<file path="config.mk">
export PLATFORM = sky130hd
export DESIGN_NAME = joint_position_glitch_filter_unit
export DESIGN_NICKNAME = d
export VERILOG_FILES = /design/src/sv/jpgf_pkg.sv /design/src/sv/jpgf_csr.sv /design/src/sv/jpgf_held_mem.sv /design/src/sv/joint_position_glitch_filter_unit.sv
export SDC_FILE = /design/constraint.sdc
export NUM_CORES = 1
export LEC_CHECK = 0
export ABC_AREA = 1
export BUFFER_PORTS_ARGS = -buffer_cell sky130_fd_sc_hd__buf_2
export CAP_MARGIN = 5
export CORE_MARGIN = 4
export CORE_UTILIZATION = 55
export CTS_BUF_LIST = sky130_fd_sc_hd__clkbuf_8
export CTS_CLUSTER_SIZE = 30
export DETAILED_ROUTE_END_ITERATION = 6
export PLACE_DENSITY = 0.7
export SYNTH_ARGS = -nofsm -noshare
export SYNTH_HDL_FRONTEND = slang
export SYNTH_HIERARCHICAL = 1
export SYNTH_SLANG_ARGS = --single-unit
</file>
<file path="constraint.sdc">
create_clock -name clock -period 22.4 [get_ports clock]
set_input_delay 0 -clock clock [delete_from_list [all_inputs] [get_ports clock]]
set_output_delay 0 -clock clock [all_outputs]
set_load 0.005 [all_outputs]
</file>
<file path="src/sv/jpgf_pkg.sv">
// ----------------------------------------------------------------------------
// jpgf_pkg
// Shared types, register codes and axis limit table for the position glitch
// filter.
// ----------------------------------------------------------------------------
package jpgf_pkg;

   localparam int AXES       = 32;
   localparam int SLOT_W     = 6;
   localparam int SLOTS      = 64;
   localparam int POS_W      = 16;
   localparam int CFG_W      = 15;
   localparam int COUNT_W    = 16;
   localparam int CSR_ADDR_W = 3;

   // register index codes, taken from paddr[2]
   localparam logic REG_RANGE_MARGIN = 1'b0;
   localparam logic REG_MAX_JUMP     = 1'b1;

   localparam logic [CFG_W-1:0] MARGIN_RESET = 15'd2048;
   localparam logic [CFG_W-1:0] JUMP_RESET   = 15'd2048;

   typedef logic [SLOT_W-1:0]        slot_type;
   typedef logic signed [POS_W-1:0]  pos_type;

   typedef struct packed {
      logic [CFG_W-1:0] range_margin;
      logic [CFG_W-1:0] max_jump;
   } cfg_type;

   // entries 0..31 joint axes, 32..63 motor axes
   localparam pos_type LIMIT_LO [SLOTS] = '{
      -16'sd6431, -16'sd1270, -16'sd3564, -16'sd8192, -16'sd1352, -16'sd6431,
      16'sd0, -16'sd2867, -16'sd1434, -16'sd8192, -16'sd9421, -16'sd6431,
      16'sd0, -16'sd2867, -16'sd1434, -16'sd12866, -16'sd696, -16'sd6431,
      -16'sd9421, -16'sd6431, -16'sd5001, -16'sd2662, -16'sd12866, -16'sd12861,
      -16'sd6431, -16'sd9421, -16'sd6431, -16'sd3564, -16'sd2662, -16'sd5001,
      -16'sd2130, -16'sd32768,
      -16'sd6431, -16'sd1393, -16'sd1393, -16'sd8192, -16'sd1352, -16'sd6431,
      16'sd0, -16'sd2580, -16'sd2527, -16'sd8192, -16'sd9421, -16'sd6431,
      16'sd0, -16'sd2580, -16'sd2527, -16'sd12866, -16'sd696, -16'sd6431,
      -16'sd9421, -16'sd6431, -16'sd4014, -16'sd4014, -16'sd12866, -16'sd12861,
      -16'sd6431, -16'sd9421, -16'sd6431, -16'sd3072, -16'sd3072, -16'sd5001,
      -16'sd2130, -16'sd32768
   };

   localparam pos_type LIMIT_HI [SLOTS] = '{
      16'sd6431, 16'sd1270, 16'sd1147, 16'sd1966, 16'sd9421, 16'sd6431,
      16'sd9339, 16'sd2859, 16'sd1430, 16'sd1966, 16'sd1352, 16'sd6431,
      16'sd9339, 16'sd2859, 16'sd1430, 16'sd4289, 16'sd12861, 16'sd6431,
      16'sd0, 16'sd6431, 16'sd3564, 16'sd2662, 16'sd4289, 16'sd696,
      16'sd6431, 16'sd0, 16'sd6431, 16'sd5001, 16'sd2662, 16'sd5001,
      16'sd2130, 16'sd32767,
      16'sd6431, 16'sd3564, 16'sd3564, 16'sd1966, 16'sd9421, 16'sd6431,
      16'sd9339, 16'sd2494, 16'sd2142, 16'sd1966, 16'sd1352, 16'sd6431,
      16'sd9339, 16'sd2494, 16'sd2142, 16'sd4289, 16'sd12861, 16'sd6431,
      16'sd0, 16'sd6431, 16'sd3072, 16'sd3072, 16'sd4289, 16'sd696,
      16'sd6431, 16'sd0, 16'sd6431, 16'sd4014, 16'sd4014, 16'sd5001,
      16'sd2130, 16'sd32767
   };

endpackage

</file>
<file path="src/sv/jpgf_csr.sv">
// ----------------------------------------------------------------------------
// jpgf_csr
// APB register file holding the range margin and the jump limit.
// ----------------------------------------------------------------------------
module jpgf_csr (
   input  logic                            clock,
   input  logic                            reset,
   input  logic                            csr_psel,
   input  logic                            csr_penable,
   input  logic                            csr_pwrite,
   input  logic [jpgf_pkg::CSR_ADDR_W-1:0] csr_paddr,
   input  logic [31:0]                     csr_pwdata,
   output logic [31:0]                     csr_prdata,
   output logic                            csr_pready,
   output jpgf_pkg::cfg_type               cfg
);
   import jpgf_pkg::*;

   logic [CFG_W-1:0] margin_ff, margin_in;
   logic [CFG_W-1:0] jump_ff, jump_in;
   logic             wr_en;
   logic             reg_sel;

   assign csr_pready = 1'b1;
   assign reg_sel    = csr_paddr[2];
   assign wr_en      = csr_psel & csr_penable & csr_pwrite & csr_pready;

   always_comb begin
      margin_in = margin_ff;
      jump_in   = jump_ff;
      if (wr_en) begin
         case (reg_sel)
            REG_RANGE_MARGIN: margin_in = csr_pwdata[CFG_W-1:0];
            REG_MAX_JUMP:     jump_in   = csr_pwdata[CFG_W-1:0];
            default: ;
         endcase
      end
   end

   always_ff @(posedge clock) begin
      if (reset) begin
         margin_ff <= MARGIN_RESET;
         jump_ff   <= JUMP_RESET;
      end else begin
         margin_ff <= margin_in;
         jump_ff   <= jump_in;
      end
   end

   always_comb begin
      case (reg_sel)
         REG_RANGE_MARGIN: csr_prdata = {{(32-CFG_W){1'b0}}, margin_ff};
         REG_MAX_JUMP:     csr_prdata = {{(32-CFG_W){1'b0}}, jump_ff};
         default:          csr_prdata = 32'd0;
      endcase
   end

   assign cfg.range_margin = margin_ff;
   assign cfg.max_jump     = jump_ff;

endmodule

</file>
<file path="src/sv/jpgf_held_mem.sv">
// ----------------------------------------------------------------------------
// jpgf_held_mem
// Held position memory: one read and one write port, registered read data,
// per-entry valid bits for the zero reset and write-to-read forwarding.
// ----------------------------------------------------------------------------
module jpgf_held_mem (
   input  logic                clock,
   input  logic                reset,
   input  logic                rd_en,
   input  jpgf_pkg::slot_type  rd_slot,
   input  logic                wr_en,
   input  jpgf_pkg::slot_type  wr_slot,
   input  jpgf_pkg::pos_type   wr_data,
   output jpgf_pkg::pos_type   rd_data
);
   import jpgf_pkg::*;

   pos_type            mem_ff [SLOTS];
   pos_type            mem_rd_ff;
   logic [SLOTS-1:0]   valid_ff;
   logic               entry_valid_ff;
   logic               fwd_ff;
   pos_type            fwd_data_ff;

   always_ff @(posedge clock) begin
      if (wr_en) begin
         mem_ff[wr_slot] <= wr_data;
      end
      if (rd_en) begin
         mem_rd_ff   <= mem_ff[rd_slot];
         fwd_data_ff <= wr_data;
      end
   end

   always_ff @(posedge clock) begin
      if (reset) begin
         valid_ff       <= '0;
         entry_valid_ff <= 1'b0;
         fwd_ff         <= 1'b0;
      end else begin
         if (wr_en) begin
            valid_ff[wr_slot] <= 1'b1;
         end
         if (rd_en) begin
            entry_valid_ff <= valid_ff[rd_slot];
            // write to the same entry in this cycle: take the new value
            fwd_ff         <= wr_en && (wr_slot == rd_slot);
         end
      end
   end

   assign rd_data = fwd_ff         ? fwd_data_ff :
                    entry_valid_ff ? mem_rd_ff   : '0;

endmodule

</file>
<file path="src/sv/joint_position_glitch_filter_unit.sv">
// ----------------------------------------------------------------------------
// joint_position_glitch_filter_unit
// Path: req transfer loads s1 with the held memory read; the filter result is registered to rsp_tvalid.
// Throughput: one sample per cycle unless rsp_tready back-pressure stalls; held value memory does one
// read and one write per cycle, with forwarding between back-to-back samples of one axis.
// Reset: held values read as zero, first frame restarts, counter clears,
// registers return to margin 2048 and jump 2048; no clearing pass.
// ----------------------------------------------------------------------------
module joint_position_glitch_filter_unit (
   input  logic        clock,
   input  logic        reset,
   input  logic        req_tvalid,
   output logic        req_tready,
   input  logic [23:0] req_tdata,  // [4:0] axis_index, [20:5] position_in, [23:21] zero
   input  logic [1:0]  req_tuser,  // [0] channel_kind, [1] not_finite
   input  logic        req_tlast,  // frame_end
   output logic        rsp_tvalid,
   input  logic        rsp_tready,
   output logic [31:0] rsp_tdata,  // [15:0] position_out, [31:16] rejected_frames
   output logic        rsp_tuser,  // [0] rejected
   input  logic        csr_psel,
   input  logic        csr_penable,
   input  logic        csr_pwrite,
   input  logic [2:0]  csr_paddr,
   input  logic [31:0] csr_pwdata,
   output logic [31:0] csr_prdata,
   output logic        csr_pready
);
   import jpgf_pkg::*;

   cfg_type   cfg;
   logic      req_xfer;
   slot_type  req_slot;
   logic      req_filter;

   logic      s1_valid_ff, s1_valid_in;
   slot_type  s1_slot_ff;
   pos_type   s1_pos_ff;
   logic      s1_bad_ff;
   logic      s1_last_ff;
   logic      s1_filter_ff;
   logic      s1_fire;

   logic      out_valid_ff, out_valid_in;
   pos_type   out_pos_ff;
   logic      out_rej_ff;
   logic [COUNT_W-1:0] out_count_ff;
   logic      out_free;

   logic      first_done_ff, first_done_in;
   logic      had_rej_ff, had_rej_in;
   logic [COUNT_W-1:0] count_ff, count_in;

   pos_type          held;
   logic signed [17:0] lim_lo, lim_hi, pos_x;
   logic signed [16:0] diff;
   logic [16:0]      diff_abs;
   logic             in_range;
   logic             sample_ok;
   logic             jump_ok;
   pos_type          result;
   logic             rej;
   logic             wr_en;

   jpgf_csr u_csr (
      .clock       (clock),
      .reset       (reset),
      .csr_psel    (csr_psel),
      .csr_penable (csr_penable),
      .csr_pwrite  (csr_pwrite),
      .csr_paddr   (csr_paddr),
      .csr_pwdata  (csr_pwdata),
      .csr_prdata  (csr_prdata),
      .csr_pready  (csr_pready),
      .cfg         (cfg)
   );

   // handshake
   assign out_free   = !out_valid_ff || rsp_tready;
   assign s1_fire    = s1_valid_ff && out_free;
   assign req_tready = !s1_valid_ff || s1_fire;
   assign req_xfer   = req_tvalid && req_tready;

   assign req_slot   = {req_tuser[0], req_tdata[4:0]};
   assign req_filter = (32'(req_tdata[4:0]) < AXES);

   jpgf_held_mem u_held (
      .clock   (clock),
      .reset   (reset),
      .rd_en   (req_xfer),
      .rd_slot (req_slot),
      .wr_en   (wr_en),
      .wr_slot (s1_slot_ff),
      .wr_data (result),
      .rd_data (held)
   );

   always_ff @(posedge clock) begin
      if (req_xfer) begin
         s1_slot_ff   <= req_slot;
         s1_pos_ff    <= req_tdata[20:5];
         s1_bad_ff    <= req_tuser[1];
         s1_last_ff   <= req_tlast;
         s1_filter_ff <= req_filter;
      end
   end

   // filter decision
   always_comb begin
      pos_x     = 18'(s1_pos_ff);
      lim_lo    = 18'(LIMIT_LO[s1_slot_ff]) - 18'(cfg.range_margin);
      lim_hi    = 18'(LIMIT_HI[s1_slot_ff]) + 18'(cfg.range_margin);
      in_range  = (pos_x >= lim_lo) && (pos_x <= lim_hi);
      sample_ok = !s1_bad_ff && in_range;
      diff      = 17'(s1_pos_ff) - 17'(held);
      diff_abs  = diff[16] ? 17'(-diff) : 17'(diff);
      jump_ok   = (diff_abs <= 17'(cfg.max_jump));
      result    = '0;
      rej       = 1'b0;
      if (s1_filter_ff) begin
         if (!first_done_ff) begin
            result = sample_ok ? s1_pos_ff : '0;
         end else if (sample_ok && jump_ok) begin
            result = s1_pos_ff;
         end else begin
            result = held;
            rej    = 1'b1;
         end
      end
   end

   // held value unchanged on rejection: skip the write
   assign wr_en = s1_fire && s1_filter_ff && !rej;

   always_comb begin
      first_done_in = first_done_ff;
      had_rej_in    = had_rej_ff;
      count_in      = count_ff;
      if (s1_fire) begin
         if (s1_last_ff) begin
            if (had_rej_ff || rej) begin
               count_in = count_ff + 1'b1;
            end
            had_rej_in    = 1'b0;
            first_done_in = 1'b1;
         end else if (rej) begin
            had_rej_in = 1'b1;
         end
      end
   end

   always_comb begin
      s1_valid_in = s1_valid_ff;
      if (req_xfer) begin
         s1_valid_in = 1'b1;
      end else if (s1_fire) begin
         s1_valid_in = 1'b0;
      end
      out_valid_in = out_valid_ff;
      if (s1_fire) begin
         out_valid_in = 1'b1;
      end else if (rsp_tready) begin
         out_valid_in = 1'b0;
      end
   end

   always_ff @(posedge clock) begin
      if (reset) begin
         s1_valid_ff   <= 1'b0;
         out_valid_ff  <= 1'b0;
         first_done_ff <= 1'b0;
         had_rej_ff    <= 1'b0;
         count_ff      <= '0;
      end else begin
         s1_valid_ff   <= s1_valid_in;
         out_valid_ff  <= out_valid_in;
         first_done_ff <= first_done_in;
         had_rej_ff    <= had_rej_in;
         count_ff      <= count_in;
      end
   end

   always_ff @(posedge clock) begin
      if (s1_fire) begin
         out_pos_ff   <= result;
         out_rej_ff   <= rej;
         out_count_ff <= count_in;
      end
   end

   assign rsp_tvalid = out_valid_ff;
   assign rsp_tdata  = {out_count_ff, out_pos_ff};
   assign rsp_tuser  = out_rej_ff;

endmodule
</file>
==> flow_results.xml <==
<?xml version="1.0" encoding="UTF-8"?>
<metrics>
  <group name="run_status">
    <metric name="outcome" unit="">finished, violations left</metric>
    <metric name="violations" unit="">DRC</metric>
  </group>
  <group name="detailed_routing">
    <metric name="detailedRoute.firstIterationViolations" unit="">4944</metric>
    <metric name="vias_per_cell" unit="">5.94</metric>
    <metric name="detail_route.first_pass.iterations" unit="">7</metric>
    <metric name="remaining_number_of_nets_flagged_by_the_antenna_check_after_routing" unit="">0</metric>
    <metric name="routed_wire_length" unit="um">154000</metric>
    <metric name="post_drt_wl_per_cell" unit="um">22.1</metric>
    <metric name="dr_total_vias" unit="">41400</metric>
    <metric name="post-route-drc-count" unit="">3</metric>
  </group>
  <group name="clocking">
    <metric name="cts_tree" unit="">built</metric>
    <metric name="numClockSinks" unit="">1229</metric>
    <metric name="clkSlewWorstSetupHoldPaths" unit="ns">0.06</metric>
    <metric name="cell_at_the_root_of_the_clock_tree" unit="">clkbuf_8</metric>
    <metric name="number_of_buffers_created_by_cts" unit="">192</metric>
    <metric name="clock_tree.buffer_depth" unit="">3</metric>
    <metric name="cts_max_level" unit="">4</metric>
    <metric name="clkLatencyLatePin" unit="ns">0.85</metric>
  </group>
  <group name="setup_path">
    <metric name="startpoint" unit="">s1_slot_ff[0]$_DFFE_PP_</metric>
    <metric name="cp-end-kind" unit="">register</metric>
    <metric name="path_common_cell" unit="">nor2_1</metric>
    <metric name="path_max_fanout" unit="">18</metric>
    <metric name="startpoint_type" unit="">register</metric>
    <metric name="cp.required" unit="ns">22.93</metric>
    <metric name="critPathKind" unit="">register to register</metric>
    <metric name="critical-path-max-stage-delay" unit="ns">0.81</metric>
    <metric name="cp_data_arrival_time" unit="ns">10.22</metric>
    <metric name="timing.critical_path.slowest_stage_cell" unit="">edfxtp_1</metric>
    <metric name="critical_path.reg2reg.startpoint" unit="">s1_slot_ff[0]$_DFFE_PP_</metric>
  </group>
  <group name="yosys">
    <metric name="postSynth.topFlopCell" unit="">edfxtp_1</metric>
    <metric name="yosysWarningCount" unit="">6</metric>
    <metric name="yosys.area.top_type_share" unit="%">60.5</metric>
    <metric name="synth_largest_area_cell" unit="">edfxtp_1</metric>
    <metric name="top_count_cell_post_synth" unit="">edfxtp_1</metric>
    <metric name="post_synth_main_area_contributors" unit="">edfxtp_1 (61%), nand2_1 (6.9%), nor2_1 (6.2%)</metric>
    <metric name="netlist_area_pre_place" unit="um^2">55200</metric>
    <metric name="synthesis.instances" unit="">5328</metric>
    <metric name="yosysSeqAreaShare" unit="%">64.7</metric>
    <metric name="synthDistinctLibCells" unit="">61</metric>
    <metric name="synth.cells.most_frequent" unit="">edfxtp_1 (1,113), nand2_1 (1,016), nor2_1 (919)</metric>
    <metric name="synth_enable_flop_cells" unit="">1113</metric>
    <metric name="asyncSetResetFlopFracSynth" unit="%">0</metric>
    <metric name="number_of_register_bits_inferred_by_synthesis" unit="">1229</metric>
    <metric name="syn_avg_cell_area" unit="um^2">10.4</metric>
  </group>
  <group name="power_and_ir_drop">
    <metric name="p_leak" unit="nW">23.4</metric>
    <metric name="power.density_cell_area" unit="nW/um^2">79.9</metric>
    <metric name="vdd_ir_drop_max" unit="uV">58.1</metric>
    <metric name="p_total" unit="mW">4.90</metric>
  </group>
  <group name="grt">
    <metric name="global_route_congestion_overflow_total" unit="">0</metric>
    <metric name="antenna_found_initial" unit="">2</metric>
    <metric name="grt_pass1_wl" unit="um">232000</metric>
    <metric name="via_count_of_the_first_global_routing_pass" unit="">39000</metric>
    <metric name="global_route.usage.total" unit="%">28.5</metric>
    <metric name="grt_max_degree" unit="">194</metric>
  </group>
  <group name="die">
    <metric name="vertical_die_dimension" unit="um">325</metric>
    <metric name="num_io_pins" unit="">137</metric>
    <metric name="floorplan.initialDensity" unit="%">55.8</metric>
    <metric name="row_count" unit="">115</metric>
    <metric name="die_w" unit="um">325</metric>
    <metric name="floorplan.die_area" unit="um^2">106000</metric>
    <metric name="core_area" unit="um^2">99000</metric>
  </group>
  <group name="worst_hold_path">
    <metric name="holdCritPathClass" unit="">input port to register</metric>
    <metric name="timing.hold.worst.start" unit="">req_tdata[2]</metric>
  </group>
  <group name="sta">
    <metric name="totalNegativeSetupSlack" unit="ns">0</metric>
    <metric name="final_setup_violations" unit="">0</metric>
    <metric name="post-route-min-period" unit="ns">9.69</metric>
    <metric name="grt_setup_unrepaired" unit="">no</metric>
    <metric name="fmax" unit="MHz">103</metric>
    <metric name="timing.clock.skew" unit="ns">0.0301</metric>
    <metric name="finalHoldViolations" unit="">0</metric>
    <metric name="tightest_slew" unit="ns">1.07</metric>
    <metric name="period_share" unit="%">43.3</metric>
    <metric name="max_slew_margin" unit="%">28.9</metric>
    <metric name="minimum_hold_slack" unit="ns">0.0805</metric>
    <metric name="finalMaxSlewViolations" unit="">0</metric>
  </group>
  <group name="final_layout">
    <metric name="area.sequential" unit="um^2">35700</metric>
    <metric name="multi_input_area" unit="um^2">17000</metric>
    <metric name="layout-drive-gt1-share" unit="%">8.71</metric>
    <metric name="fillers" unit="">7940</metric>
    <metric name="syn_to_final_growth" unit="%">11.1</metric>
    <metric name="net_total_in_the_final_layout" unit="">5700</metric>
  </group>
  <group name="place">
    <metric name="dpl.hpwl" unit="um">87700</metric>
    <metric name="gp_routability_congestion" unit="">0.918</metric>
    <metric name="numPortBuffers" unit="">96</metric>
  </group>
  <group name="flow_run">
    <metric name="max_capacitance_violation_count" unit="">0</metric>
  </group>
</metrics>
logic make-up (layout without fill, tap and decap cells):
group / after synthesis / in the layout / share of synthesized area, %
xor+xnor: 43 / 43 / 0.682
fa+ha+maj: 110 / 110 / 2.53
flops: 1229 / 1229 / 64.7
compound gates: 1042 / 1042 / 10.4
simple gates: 2301 / 2301 / 16.7
other cells: 2 / 19 / 0.0136
buf+inv: 601 / 943 / 4.99
metal layers:
layer  part of all wire, %  track usage [%]  up-vias
met4                   4.4             13.1        0
met3                   8.7             4.81      367
met1                    39             38.1    19900
met5                     0                0        -
met2                    48             46.2     2138
li1                      -                -    19000
report_power, final:
| group | switching, mW | internal, mW |
|---|---|---|
| clock network | 0.861 | 0.908 |
| logic | 0.412 | 0.164 |
| registers | 0.0123 | 2.55 |
| total | 1.29 | 3.62 |
state kept, by name (all words and copies together) (netlist names), 6 cells and up:
signal and cells:
out_count_ff 16, s1_slot_ff 6, out_pos_ff 16, u_csr/margin_ff 15
u_csr/jump_ff 15, u_held/valid_ff 64, count_ff 16, s1_pos_ff 16
u_held/mem_ff 1024, u_held/fwd_data_ff 16, u_held/mem_rd_ff 16
area by class of cell:
type | count | area share [%]
flip-flops and latches | 1229 | 58.2
multi-input cells | 3514 | 27.7
clock buffers | 213 | 4.78
repair buffers | 294 | 3.63
well taps | 1287 | 2.62
inverters | 290 | 1.82
clock inverters | 146 | 1.17
diodes | 1 | 0.00408
placed cells by master, fill, tap and decap left out, drive strengths merged, types with 9 or more instances in the layout:
cell type	instances
clkbuf	214
buf	207
a31oi	9
xor2	30
dfxtp	116
clkinv	60
nand2	1022
conb	18
ha	107
o22ai	280
dlygate4sd3	86
nand3	275
nor2	924
inv	368
a21oi	104
nor3	36
edfxtp	1113
o21ai	597
xnor2	13
nand4	30
metrics by stage:
step	cell area, um^2	std cells	setup WS (ns)	util [%]
after floorplan	55300	5344	14.01	-
after global placement	56900	6528	12.87	57.4
after detailed placement	56900	6528	12.87	57.4
after CTS	61400	6973	12.82	62.0
after global routing	61400	6974	12.09	62.0
final	61400	6974	12.71	62.0
path summary, 6_finish.rpt:
kind,endpoint,slack [ns],cells after the start
worst max-delay path,u_held/mem_ff[38][12]$_DFFE_PP_,12.71,41
worst min-delay path,s1_slot_ff[2]$_DFFE_PP_,0.08,2
worst max register to register,u_held/mem_ff[38][12]$_DFFE_PP_,12.71,41
worst min register to register,u_held/valid_ff[17]$_SDFFE_PP0P_,0.47,2
worst max-delay path, delay by kind of cell, from the launching register on:
family / cells / cell delay [ns]
simple gates: 18 / 3.58
buf+inv: 9 / 1.94
compound gates: 10 / 1.75
fa+ha+maj: 3 / 1.10
flops: 1 / 0.81
xor+xnor: 1 / 0.19
what timing repair did:
item | 4_1_cts | 5_1_grt
hold endpoints to repair | 210 | 0
buffers inserted | 0 | 0
hold buffers | 86 | 0
endpoints found under the setup margin | 0 | 0
resized for setup | 0 | 0
(Power assumes the default switching activity.)
